--- config.mk ---
export PLATFORM = sky130hd
export DESIGN_NAME = ffha_ctrl
export DESIGN_NICKNAME = d
export VERILOG_FILES = /design/src/design/ffha_pkg.sv /design/src/design/ffha_ctrl.sv
export SDC_FILE = /design/constraint.sdc
export NUM_CORES = 1
export LEC_CHECK = 0
export BUFFER_PORTS_ARGS = -buffer_cell sky130_fd_sc_hd__buf_2
export CAP_MARGIN = 15
export CORE_MARGIN = 3
export CORE_UTILIZATION = 47
export DETAILED_ROUTE_END_ITERATION = 6
export PLACE_DENSITY = 0.79
export SLEW_MARGIN = 15
export SYNTH_ARGS = -nofsm -noshare
export SYNTH_HDL_FRONTEND = slang
export SYNTH_SLANG_ARGS = --single-unit
--- constraint.sdc ---
create_clock -name clk -period 1.5 [get_ports clk]
set_input_delay 0.225 -clock clk [delete_from_list [all_inputs] [get_ports clk]]
set_output_delay 0.225 -clock clk [all_outputs]
set_load 0.005 [all_outputs]
--- src/design/ffha_pkg.sv ---
`timescale 1ns / 1ps
// Shared types, constants and command codes of the first-fit heap allocator.
// No dependencies.
package ffha_pkg;

  localparam int HEAP_BYTES      = 4096;
  localparam int HEADER_BYTES    = 8;
  localparam int MIN_SPLIT_SLACK = 8;
  localparam int AW              = $clog2(HEAP_BYTES);

  // Request kinds
  localparam logic [1:0] KIND_FORMAT = 2'd0;
  localparam logic [1:0] KIND_ALLOC  = 2'd1;
  localparam logic [1:0] KIND_FREE   = 2'd2;

  // Result status codes
  localparam logic [1:0] ST_OK       = 2'd0;
  localparam logic [1:0] ST_NO_SPACE = 2'd1;
  localparam logic [1:0] ST_BAD_FREE = 2'd2;

  // Configuration register indexes
  localparam logic CFG_HEAP_BASE = 1'b0;
  localparam logic CFG_HEAP_SIZE = 1'b1;

  // Datapath operations
  localparam logic [4:0] OP_NOP         = 5'd0;
  localparam logic [4:0] OP_LATCH       = 5'd1;
  localparam logic [4:0] OP_CLR         = 5'd2;
  localparam logic [4:0] OP_FMT         = 5'd3;
  localparam logic [4:0] OP_RD_FIRST    = 5'd4;
  localparam logic [4:0] OP_RD_FREE     = 5'd5;
  localparam logic [4:0] OP_HLOAD       = 5'd6;
  localparam logic [4:0] OP_HLOAD_MERGE = 5'd7;
  localparam logic [4:0] OP_WALK        = 5'd8;
  localparam logic [4:0] OP_MSTEP_CONT  = 5'd9;
  localparam logic [4:0] OP_MSTEP_CLR   = 5'd10;
  localparam logic [4:0] OP_RESUME      = 5'd11;
  localparam logic [4:0] OP_CLSTEP      = 5'd12;
  localparam logic [4:0] OP_CLLAST      = 5'd13;
  localparam logic [4:0] OP_SPLIT       = 5'd14;
  localparam logic [4:0] OP_HWR         = 5'd15;
  localparam logic [4:0] OP_FWR         = 5'd16;

  typedef struct packed {
    logic          mark;
    logic          free;
    logic          last;
    logic [AW-1:0] size;
    logic [AW-1:0] next;
  } hdr_t;

  typedef struct packed {
    logic [4:0] op;
    logic       load_out;
    logic [1:0] res_status;
    logic       res_data;
  } cmd_t;

  typedef struct packed {
    logic [1:0] kind;
    logic       formatted;
    logic       off_ok;
    logic       h_free;
    logic       h_fits;
    logic       h_last;
    logic       m_free;
    logic       m_stop;
    logic       m_fits;
    logic       p_is_fp;
    logic       do_split;
    logic       f_ok;
    logic       clr_last;
    logic       out_valid;
  } stat_t;

endpackage

--- src/design/ffha_ctrl.sv ---
`timescale 1ns / 1ps
// Sequencer of the heap allocator: one request at a time through the header walk.
// Depends on ffha_pkg; drives ffha_dp through cmd_t.
module ffha_ctrl (
  input  logic            clk,
  input  logic            rst_n,
  input  logic            in_valid,
  output logic            in_stall,
  input  logic            out_stall,
  input  ffha_pkg::stat_t stat,
  output ffha_pkg::cmd_t  cmd
);

  localparam logic [3:0] S_CLR    = 4'd0;
  localparam logic [3:0] S_IDLE   = 4'd1;
  localparam logic [3:0] S_DISP   = 4'd2;
  localparam logic [3:0] S_HCHK   = 4'd3;
  localparam logic [3:0] S_MCHK   = 4'd4;
  localparam logic [3:0] S_CLWALK = 4'd5;
  localparam logic [3:0] S_SPLIT  = 4'd6;
  localparam logic [3:0] S_HWR    = 4'd7;
  localparam logic [3:0] S_FCHK   = 4'd8;
  localparam logic [3:0] S_FMT    = 4'd9;
  localparam logic [3:0] S_RESP   = 4'd10;

  logic [3:0] state_r, state_nxt;
  logic       fmt_r, fmt_nxt;
  logic [1:0] res_status_r, res_status_nxt;
  logic       res_data_r, res_data_nxt;

  always_comb begin
    state_nxt      = state_r;
    fmt_nxt        = fmt_r;
    res_status_nxt = res_status_r;
    res_data_nxt   = res_data_r;
    cmd            = '{op: ffha_pkg::OP_NOP, load_out: 1'b0,
                       res_status: res_status_r, res_data: res_data_r};
    in_stall       = 1'b1;
    unique case (state_r)
      S_CLR: begin
        cmd.op = ffha_pkg::OP_CLR;
        if (stat.clr_last) begin
          state_nxt = fmt_r ? S_FMT : S_IDLE;
          fmt_nxt   = 1'b0;
        end
      end
      S_IDLE: begin
        in_stall = 1'b0;
        if (in_valid) begin
          cmd.op         = ffha_pkg::OP_LATCH;
          res_status_nxt = ffha_pkg::ST_OK;
          res_data_nxt   = 1'b0;
          state_nxt      = S_DISP;
        end
      end
      S_DISP: begin
        unique case (stat.kind)
          ffha_pkg::KIND_FORMAT: begin
            fmt_nxt   = 1'b1;
            state_nxt = S_CLR;
          end
          ffha_pkg::KIND_ALLOC: begin
            if (stat.formatted) begin
              cmd.op    = ffha_pkg::OP_RD_FIRST;
              state_nxt = S_HCHK;
            end else begin
              res_status_nxt = ffha_pkg::ST_NO_SPACE;
              state_nxt      = S_RESP;
            end
          end
          ffha_pkg::KIND_FREE: begin
            if (stat.formatted && stat.off_ok) begin
              cmd.op    = ffha_pkg::OP_RD_FREE;
              state_nxt = S_FCHK;
            end else begin
              res_status_nxt = ffha_pkg::ST_BAD_FREE;
              state_nxt      = S_RESP;
            end
          end
          default: state_nxt = S_RESP;
        endcase
      end
      S_HCHK: begin
        if (stat.h_free && stat.h_fits) begin
          cmd.op    = ffha_pkg::OP_HLOAD;
          state_nxt = S_SPLIT;
        end else if (stat.h_last) begin
          res_status_nxt = ffha_pkg::ST_NO_SPACE;
          state_nxt      = S_RESP;
        end else if (stat.h_free) begin
          cmd.op    = ffha_pkg::OP_HLOAD_MERGE;
          state_nxt = S_MCHK;
        end else begin
          cmd.op    = ffha_pkg::OP_WALK;
        end
      end
      S_MCHK: begin
        if (!stat.m_free || (stat.m_stop && !stat.m_fits)) begin
          cmd.op    = ffha_pkg::OP_RESUME;
          state_nxt = S_HCHK;
        end else if (stat.m_fits) begin
          cmd.op    = ffha_pkg::OP_MSTEP_CLR;
          state_nxt = S_CLWALK;
        end else begin
          cmd.op    = ffha_pkg::OP_MSTEP_CONT;
        end
      end
      S_CLWALK: begin
        if (stat.p_is_fp) begin
          cmd.op    = ffha_pkg::OP_CLLAST;
          state_nxt = S_SPLIT;
        end else begin
          cmd.op    = ffha_pkg::OP_CLSTEP;
        end
      end
      S_SPLIT: begin
        if (stat.do_split) begin
          cmd.op = ffha_pkg::OP_SPLIT;
        end
        state_nxt = S_HWR;
      end
      S_HWR: begin
        cmd.op       = ffha_pkg::OP_HWR;
        res_data_nxt = 1'b1;
        state_nxt    = S_RESP;
      end
      S_FCHK: begin
        if (stat.f_ok) begin
          cmd.op = ffha_pkg::OP_FWR;
        end else begin
          res_status_nxt = ffha_pkg::ST_BAD_FREE;
        end
        state_nxt = S_RESP;
      end
      S_FMT: begin
        cmd.op    = ffha_pkg::OP_FMT;
        state_nxt = S_RESP;
      end
      S_RESP: begin
        if (!stat.out_valid || !out_stall) begin
          cmd.load_out = 1'b1;
          state_nxt    = S_IDLE;
        end
      end
      default: state_nxt = S_IDLE;
    endcase
  end

  always_ff @(posedge clk) begin
    if (!rst_n) begin
      state_r      <= S_CLR;
      fmt_r        <= 1'b0;
      res_status_r <= ffha_pkg::ST_OK;
      res_data_r   <= 1'b0;
    end else begin
      state_r      <= state_nxt;
      fmt_r        <= fmt_nxt;
      res_status_r <= res_status_nxt;
      res_data_r   <= res_data_nxt;
    end
  end

`ifndef SYNTHESIS
  a_accept_disp: assert property (@(posedge clk) disable iff (!rst_n)
    (state_r == S_IDLE && in_valid) |=> state_r == S_DISP)
    else $error("accepted item not dispatched");
  a_hwr_resp: assert property (@(posedge clk) disable iff (!rst_n)
    state_r == S_HWR |=> (state_r == S_RESP && res_data_r))
    else $error("allocation not answered with an address");
  a_fmt_clear: assert property (@(posedge clk) disable iff (!rst_n)
    state_r == S_FMT |-> $past(state_r) == S_CLR)
    else $error("format without clearing pass");
`endif

endmodule

==> summary.md, run 1 <==
| Metric | Value |
|---|---|
| Wire per inst | `19.4 um` |
| Die X | `52.8 um` |
| CP startpoint kind | `register` |
| Cts hold-fix bufs | `0` |
| Outcome | `finished, violations left` |
| CP required | `1.27 ns` |
| Fin crit share | `1.18` |
| Drt first pass iters | `5` |
| Total CTS buffers | `3` |
| CTS clk-pin slew, worst paths | `0.07 ns` |
| Starting Density | `0.510` |
| Pin count of the biggest net entering global routing | `14` |
| Max IR drop VDD | `0.000842 V` |
| Clk_lat worst skew | `0.27 ns` |
| Antenna cell count | `0` |
| Synth area leaders | `dfxtp_1, ha_1, a21oi_1, nor2_1, nand2_1` |
| Final cell count without fillers | `238` |
| H-tree Lvls | `1` |
| Post-Place Setup Slack | `-0.165 ns` |
| Worst Path Buf+Inv | `3` |
| Row cnt | `16` |
| Cell Area, Synth | `0.00103 mm^2` |
| # DRC | `0` |
| Failing checks | `negative setup slack` |
| YS warnings | `0` |
| Syn Area/Cell | `7.47 um^2` |
| Min-Delay Path Class | `primary input to register` |
| Worst-Margin Slew | `0.433 ns` |
| Synth cell types | `51` |
| # port buffers | `28` |
| CTS Root Cell | `clkbuf_4` |
| Delay-heaviest family, CP | `buffers and inverters` |
| Ys flop type | `dfxtp_1` |
| Filler cell count | `97` |
| Vias per std cell | `6.46` |
| Synth Instances | `138` |
| Max incr delay on CP | `0.37 ns` |
| Clk sinks | `8` |
| Kind of critical path | `register to output port` |
| Worst Setup End Kind | `output port` |
| Final setup vio count | `13` |
| First-pass GRT wire length | `6380 um` |
| CP Max Fanout | `7` |
| Hold Fails Final Rpt | `0` |
| Via Count | `1538` |
| Share of post-route cells with drive strength above 1 | `0.555` |
| Final WS setup | `-0.275 ns` |
| Die area | `0.00279 mm^2` |
| RSZ-0062 raised after global routing | `true` |
| PwrDens | `1170 mW/mm^2` |
| Number of flops mapped to enable cells by yosys | `0` |
| Max-slew violation count | `0` |
| Die height | `52.8 um` |
| Ys async rst share | `0` |
| Post-DP HPWL | `2630 um` |
| CP Data Arrival Time | `1.55 ns` |
| Placer Congestion | `0.902` |
| Antenna violations before repair | `0` |
| Post-layout min period | `1.78 ns` |
| Register area share after synthesis | `0.155` |
| Final WL | `4620 um` |
| FMAX | `563 MHz` |
| Largest buffer count on any clock path | `2` |
| Syn Nets | `163` |
| GRT Total Usage | `0.314` |
| Leakage | `0.810 nW` |
| IO Count | `29` |
| Total power | `2.07 mW` |
| # nets final | `238` |
| Total congestion overflow | `0` |
| Skew final | `0.0170 ns` |
| Max Cap Viol | `0` |
| Synth cell count leaders | `nor2_1, nand2_1, a21oi_1` |
| ANT nets after route | `0` |
| Vias in the first global route | `1355` |
| Core ar. | `0.00202 mm^2` |
| Synth-to-layout area growth | `71.8%` |
| Worst hold margin | `0.261 ns` |
| DR iter-0 viols | `73` |
| Seq cells post-synth | `8` |
| Most numerous cell in the Yosys netlist | `nor2_1` |
| CTS tree | `yes` |
| Worst slew margin | `0.710` |
| Dpl cells | `221` |
| CP max stage cell | `dfxtp_4` |
| Area share of the leading cell type in the synthesized netlist | `0.155` |
| Leading area contributor after synthesis | `dfxtp_1` |
| Critical-path cell list | `buf_8 -> buf_6 -> nor3_1 -> nor2_1 -> o21ai_1 -> buf_2` |
[sequential cells by signal, summed over array words and instances, names as in the netlist]
register / cells
fmt_r: 1
state_r: 4
res_data_r: 1
res_status_r: 2
[per-layer routing]
layer  part of all wire  track usage
met5                  0            0
met2               0.48        0.521
met4              0.061        0.200
met1               0.37        0.355
met3              0.094       0.0741
[kinds of logic (layout without fill, tap and decap cells)]
| kind of cell | Yosys count | after routing | share of synthesized area |
|---|---|---|---|
| fa+ha+maj | 6 | 6 | 0.0728 |
| simple gates | 56 | 56 | 0.305 |
| flops | 8 | 8 | 0.155 |
| mux | 2 | 2 | 0.0194 |
| compound gates | 49 | 49 | 0.356 |
| buf+inv | 17 | 90 | 0.0922 |
[path summary, 6_finish.rpt]
kind / start / endpoint / slack (ns) / depth (start not counted)
setup / recovery: state_r[0]$_SDFFE_PN0P_ / cmd[5] / -0.28 / 6
hold / removal: rst_n / res_status_r[1]$_SDFFE_PN0P_ / 0.26 / 3
setup reg to reg: state_r[0]$_SDFFE_PN0P_ / state_r[0]$_SDFFE_PN0P_ / -0.22 / 6
hold reg to reg: res_status_r[0]$_SDFFE_PN0P_ / res_status_r[0]$_SDFFE_PN0P_ / 0.46 / 2
[tightest hold or removal path: cells and delay by family]
family	cells	cell delay (ns)
mux	1	0.05
buf+inv	1	0.13
simple gates	1	0.06
[stage by stage]
stage / instance area [um^2] / util / setup TNS, ns
4_1_cts: 1620 / 0.800 / -0.810
3_5_place_dp: 1420 / 0.701 / -1.04
5_1_grt: 1770 / 0.876 / -2.33
3_3_place_gp: 1420 / 0.701 / -0.482
6_report: 1770 / 0.876 / -1.79
2_1_floorplan: 1030 / - / 0
[power breakdown]
group          internal (mW)  switching (mW)
sequential             0.258          0.0849
clock                 0.0923          0.0891
combinational          0.799           0.750
[layout by cell type (no fill, tap or decap), types with 3 or more instances in the layout]
master	n
ha_1	6
buf_6	11
inv_1	7
nand3_1	3
nand2_1	10
a211o_1	5
dfxtp_1	4
buf_2	27
a21oi_1	12
clkbuf_4	3
nor2_1	12
dfxtp_4	4
o21ai_1	4
buf_4	40
nand2_2	3
o21ai_0	5
o22ai_1	3
[timing repair]
item                                    4_1_cts  5_1_grt
pin swaps                                    13       16
endpoints found under the setup margin       14       13
setup buffers                                 8        6
cloned                                        0        0
endpoints found under the hold margin         0        0
resized for setup                            31       25
[cell type report]
class	count	area, um^2	share of cell area
flip-flops and latches	8	175	0.0989
repair buffers	79	574	0.324
multi-input cells	113	932	0.526
inverters	8	33.8	0.0191
well taps	27	33.8	0.0191
clock buffers	3	22.5	0.0127
(Power assumes the default switching activity.)
==> inputs of run 2 (changes only) <==
--- a/config.mk
+++ b/config.mk
@@ -6,11 +6,11 @@
 export NUM_CORES = 1
 export LEC_CHECK = 0
 export BUFFER_PORTS_ARGS = -buffer_cell sky130_fd_sc_hd__buf_2
-export CAP_MARGIN = 15
+export CAP_MARGIN = 25
 export CORE_MARGIN = 3
-export CORE_UTILIZATION = 47
+export CORE_UTILIZATION = 52
 export DETAILED_ROUTE_END_ITERATION = 6
-export PLACE_DENSITY = 0.79
+export PLACE_DENSITY = 0.83
 export SLEW_MARGIN = 15
 export SYNTH_ARGS = -nofsm -noshare
 export SYNTH_HDL_FRONTEND = slang
==> constraint.sdc (replaced) <==
create_clock -name clk -period 2 [get_ports clk]
set_input_delay 0.3 -clock clk [delete_from_list [all_inputs] [get_ports clk]]
set_output_delay 0.3 -clock clk [all_outputs]
set_load 0.005 [all_outputs]
==> run 2 against run 1 <==
Net effect:
- the flow now finishes without violations
- first-iteration DRC count down 38%
- die area fell by 8.6%
- global-route usage shrank 8.0 points
- critical path depth down 1
- largest cell class unchanged
- highest routed layer unchanged
==> summary.md, run 2 (synthesis results as in run 1) <==
| Metric | Value |
|---|---|
| Die height | `50.5 um` |
| Row cnt | `15` |
| Switch Pwr | `458 uW` |
| # port buffers | `28` |
| Pin count of the biggest net entering global routing | `24` |
| CP startpoint kind | `register` |
| Dpl cells | `188` |
| RSZ-0062 raised after global routing | `false` |
| Share of post-route cells with drive strength above 1 | `0.307` |
| Largest buffer count on any clock path | `2` |
| Sw frac | `0.462` |
| Placed inst area | `0.00118 mm^2` |
| Placer Congestion | `0.946` |
| FMAX | `529 MHz` |
| Most common cell after layout, fill and taps aside | `buf_2` |
| Via Count | `1167` |
| Most frequent cells in the layout | `buf_2, nor2_1, nand2_1` |
| Internal power component | `533 uW` |
| Antenna violations before repair | `0` |
| Hold EP | `res_status_r[0]$_SDFFE_PN0P_` |
| Worst hold margin | `0.353 ns` |
| Post-layout min period | `1.89 ns` |
| Max-slew violation count | `0` |
| Die X | `50.5 um` |
| Gate power share | `0.597` |
| Core ar. | `0.00180 mm^2` |
| Max IR drop VDD | `0.000562 V` |
| Drt first pass iters | `5` |
| Worst slew margin | `0.716` |
| Max incr delay on CP | `0.43 ns` |
| Clk_lat worst skew | `0.26 ns` |
| RR Endpoint | `state_r[0]$_SDFFE_PN0P_` |
| H-tree Lvls | `1` |
| Skew final | `0.00830 ns` |
| CP max stage cell | `dfxtp_2` |
| WHS Path Cells | `3` |
| CP Data Arrival Time | `1.59 ns` |
| Fin crit share | `0.944` |
| IO Count | `29` |
| Final cell count without fillers | `191` |
| Final Instance Area | `0.00122 mm^2` |
| Outcome | `completed` |
| Total congestion overflow | `0` |
| Die area | `0.00255 mm^2` |
| Max Cap Viol | `0` |
| Min-Delay Path Class | `primary input to register` |
| Reg2Reg Depth | `5` |
| CTS clk-pin slew, worst paths | `0.06 ns` |
| Hold Fails Final Rpt | `0` |
| Biggest regs | `state_r: 4 flops, res_status_r: 2 flops` |
| Power share of the clock group | `0.126` |
| Clk sinks | `8` |
| Starting Density | `0.572` |
| Leakage | `0.534 nW` |
| CP Max Fanout | `23` |
| Vias in the first global route | `1127` |
| Vias per std cell | `6.11` |
| Hold_sp | `rst_n` |
| Total power | `991 uW` |
| Sequential share of power | `0.277` |
| Antenna cell count | `0` |
| Most flops, register | `state_r` |
| DR iter-0 viols | `45` |
| Wire per inst | `14.9 um` |
| Final setup vio count | `0` |
| Critical-path cell list | `nand4bb_2 -> nor4b_2 -> a21oi_1 -> o21ai_0 -> buf_2` |
| # DRC | `0` |
| Total CTS buffers | `3` |
| Synth-to-layout area growth | `18.0%` |
| CP required | `1.70 ns` |
| ANT nets after route | `0` |
| First-pass GRT wire length | `4730 um` |
| Worst-Margin Slew | `0.423 ns` |
| Worst reg2reg setup slack | `0.31 ns` |
| # nets final | `193` |
| Critical R2R Launch | `state_r[1]$_SDFFE_PN0P_` |
| Setup TNS Final | `0 ns` |
| Worst Setup End Kind | `output port` |
| Kind of critical path | `register to output port` |
| CTS Root Cell | `clkbuf_4` |
| Final WL | `2850 um` |
| CTS tree | `yes` |
| GRT Total Usage | `0.234` |
| Post-DP HPWL | `2200 um` |
| Largest register FFs | `4` |
| Post-CTS Setup Bufs | `0` |
| PwrDens | `815 mW/mm^2` |
[run 2: cell count changes in the layout (fill, tap and decap cells not counted), moves of 3 or more]
cell	before	now
o21ai_1	4	1
dfxtp_4	4	0
buf_4	40	6
o21ai_0	5	8
dfxtp_2	0	4
buf_6	11	0
nand2_1	10	13
nor3_1	2	5
nand2_2	3	0
[run 2: layout make-up]
class / count / area [um^2]
Multi-Input combinational cell: 113 / 782
Tap cell: 25 / 31.3
Timing Repair Buffer: 34 / 185
Inverter: 8 / 30.0
Clock buffer: 3 / 22.5
Sequential cell: 8 / 165
Fill cell: 177 / 586
[run 2: what timing repair did]
action	CTS	global route
hold buffers	0	0
gates resized for setup	4	1
gates cloned	0	0
setup endpoints to repair	2	3
[run 2: power groups by stage]
stage,sequential [mW],clock [mW],combinational (mW)
3_5_place_dp,0.269,0,0.581
3_3_place_gp,0.266,0,0.571
5_1_grt,0.279,0.139,0.636
6_report,0.274,0.125,0.592
4_1_cts,0.270,0.128,0.584
2_1_floorplan,0.214,0,0.475
[run 2: worst max-delay path, delay by kind of cell (launching register included)]
kind / cells / cell delay (ns)
simple gates: 2 / 0.62
buf+inv: 1 / 0.14
flops: 1 / 0.43
compound gates: 2 / 0.14
[run 2: layer usage]
metal | wire, um | share of wire | track usage | up-vias
met5 | 0 | 0 | 0 | -
met4 | 18 | 0.0063 | 0.0538 | 0
met3 | 161 | 0.056 | 0.0504 | 2
met2 | 1450 | 0.51 | 0.411 | 41
met1 | 1220 | 0.43 | 0.289 | 550
li1 | - | - | - | 574
[run 2: through the flow]
stage               worst slack, ns  utilization
finish                        0.111        0.675
global route                0.00968        0.675
CTS                         0.00874        0.674
detailed placement            0.161        0.656
global placement              0.249        0.656
floorplan                     0.446            -
[run 2: worst max path at each step]
stage          endpoint  depth (start not counted)  slack [ns]               startpoint
2_1_floorplan    cmd[5]                          6        0.45  state_r[3]$_SDFFE_PN0P_
3_3_place_gp     cmd[4]                          5        0.25  state_r[0]$_SDFFE_PN0P_
3_5_place_dp     cmd[4]                          5        0.16  state_r[0]$_SDFFE_PN0P_
4_1_cts          cmd[5]                          5       0.009  state_r[3]$_SDFFE_PN0P_
5_1_grt          cmd[4]                          5        0.01  state_r[0]$_SDFFE_PN0P_
6_report         cmd[4]                          5        0.11  state_r[2]$_SDFFE_PN0P_
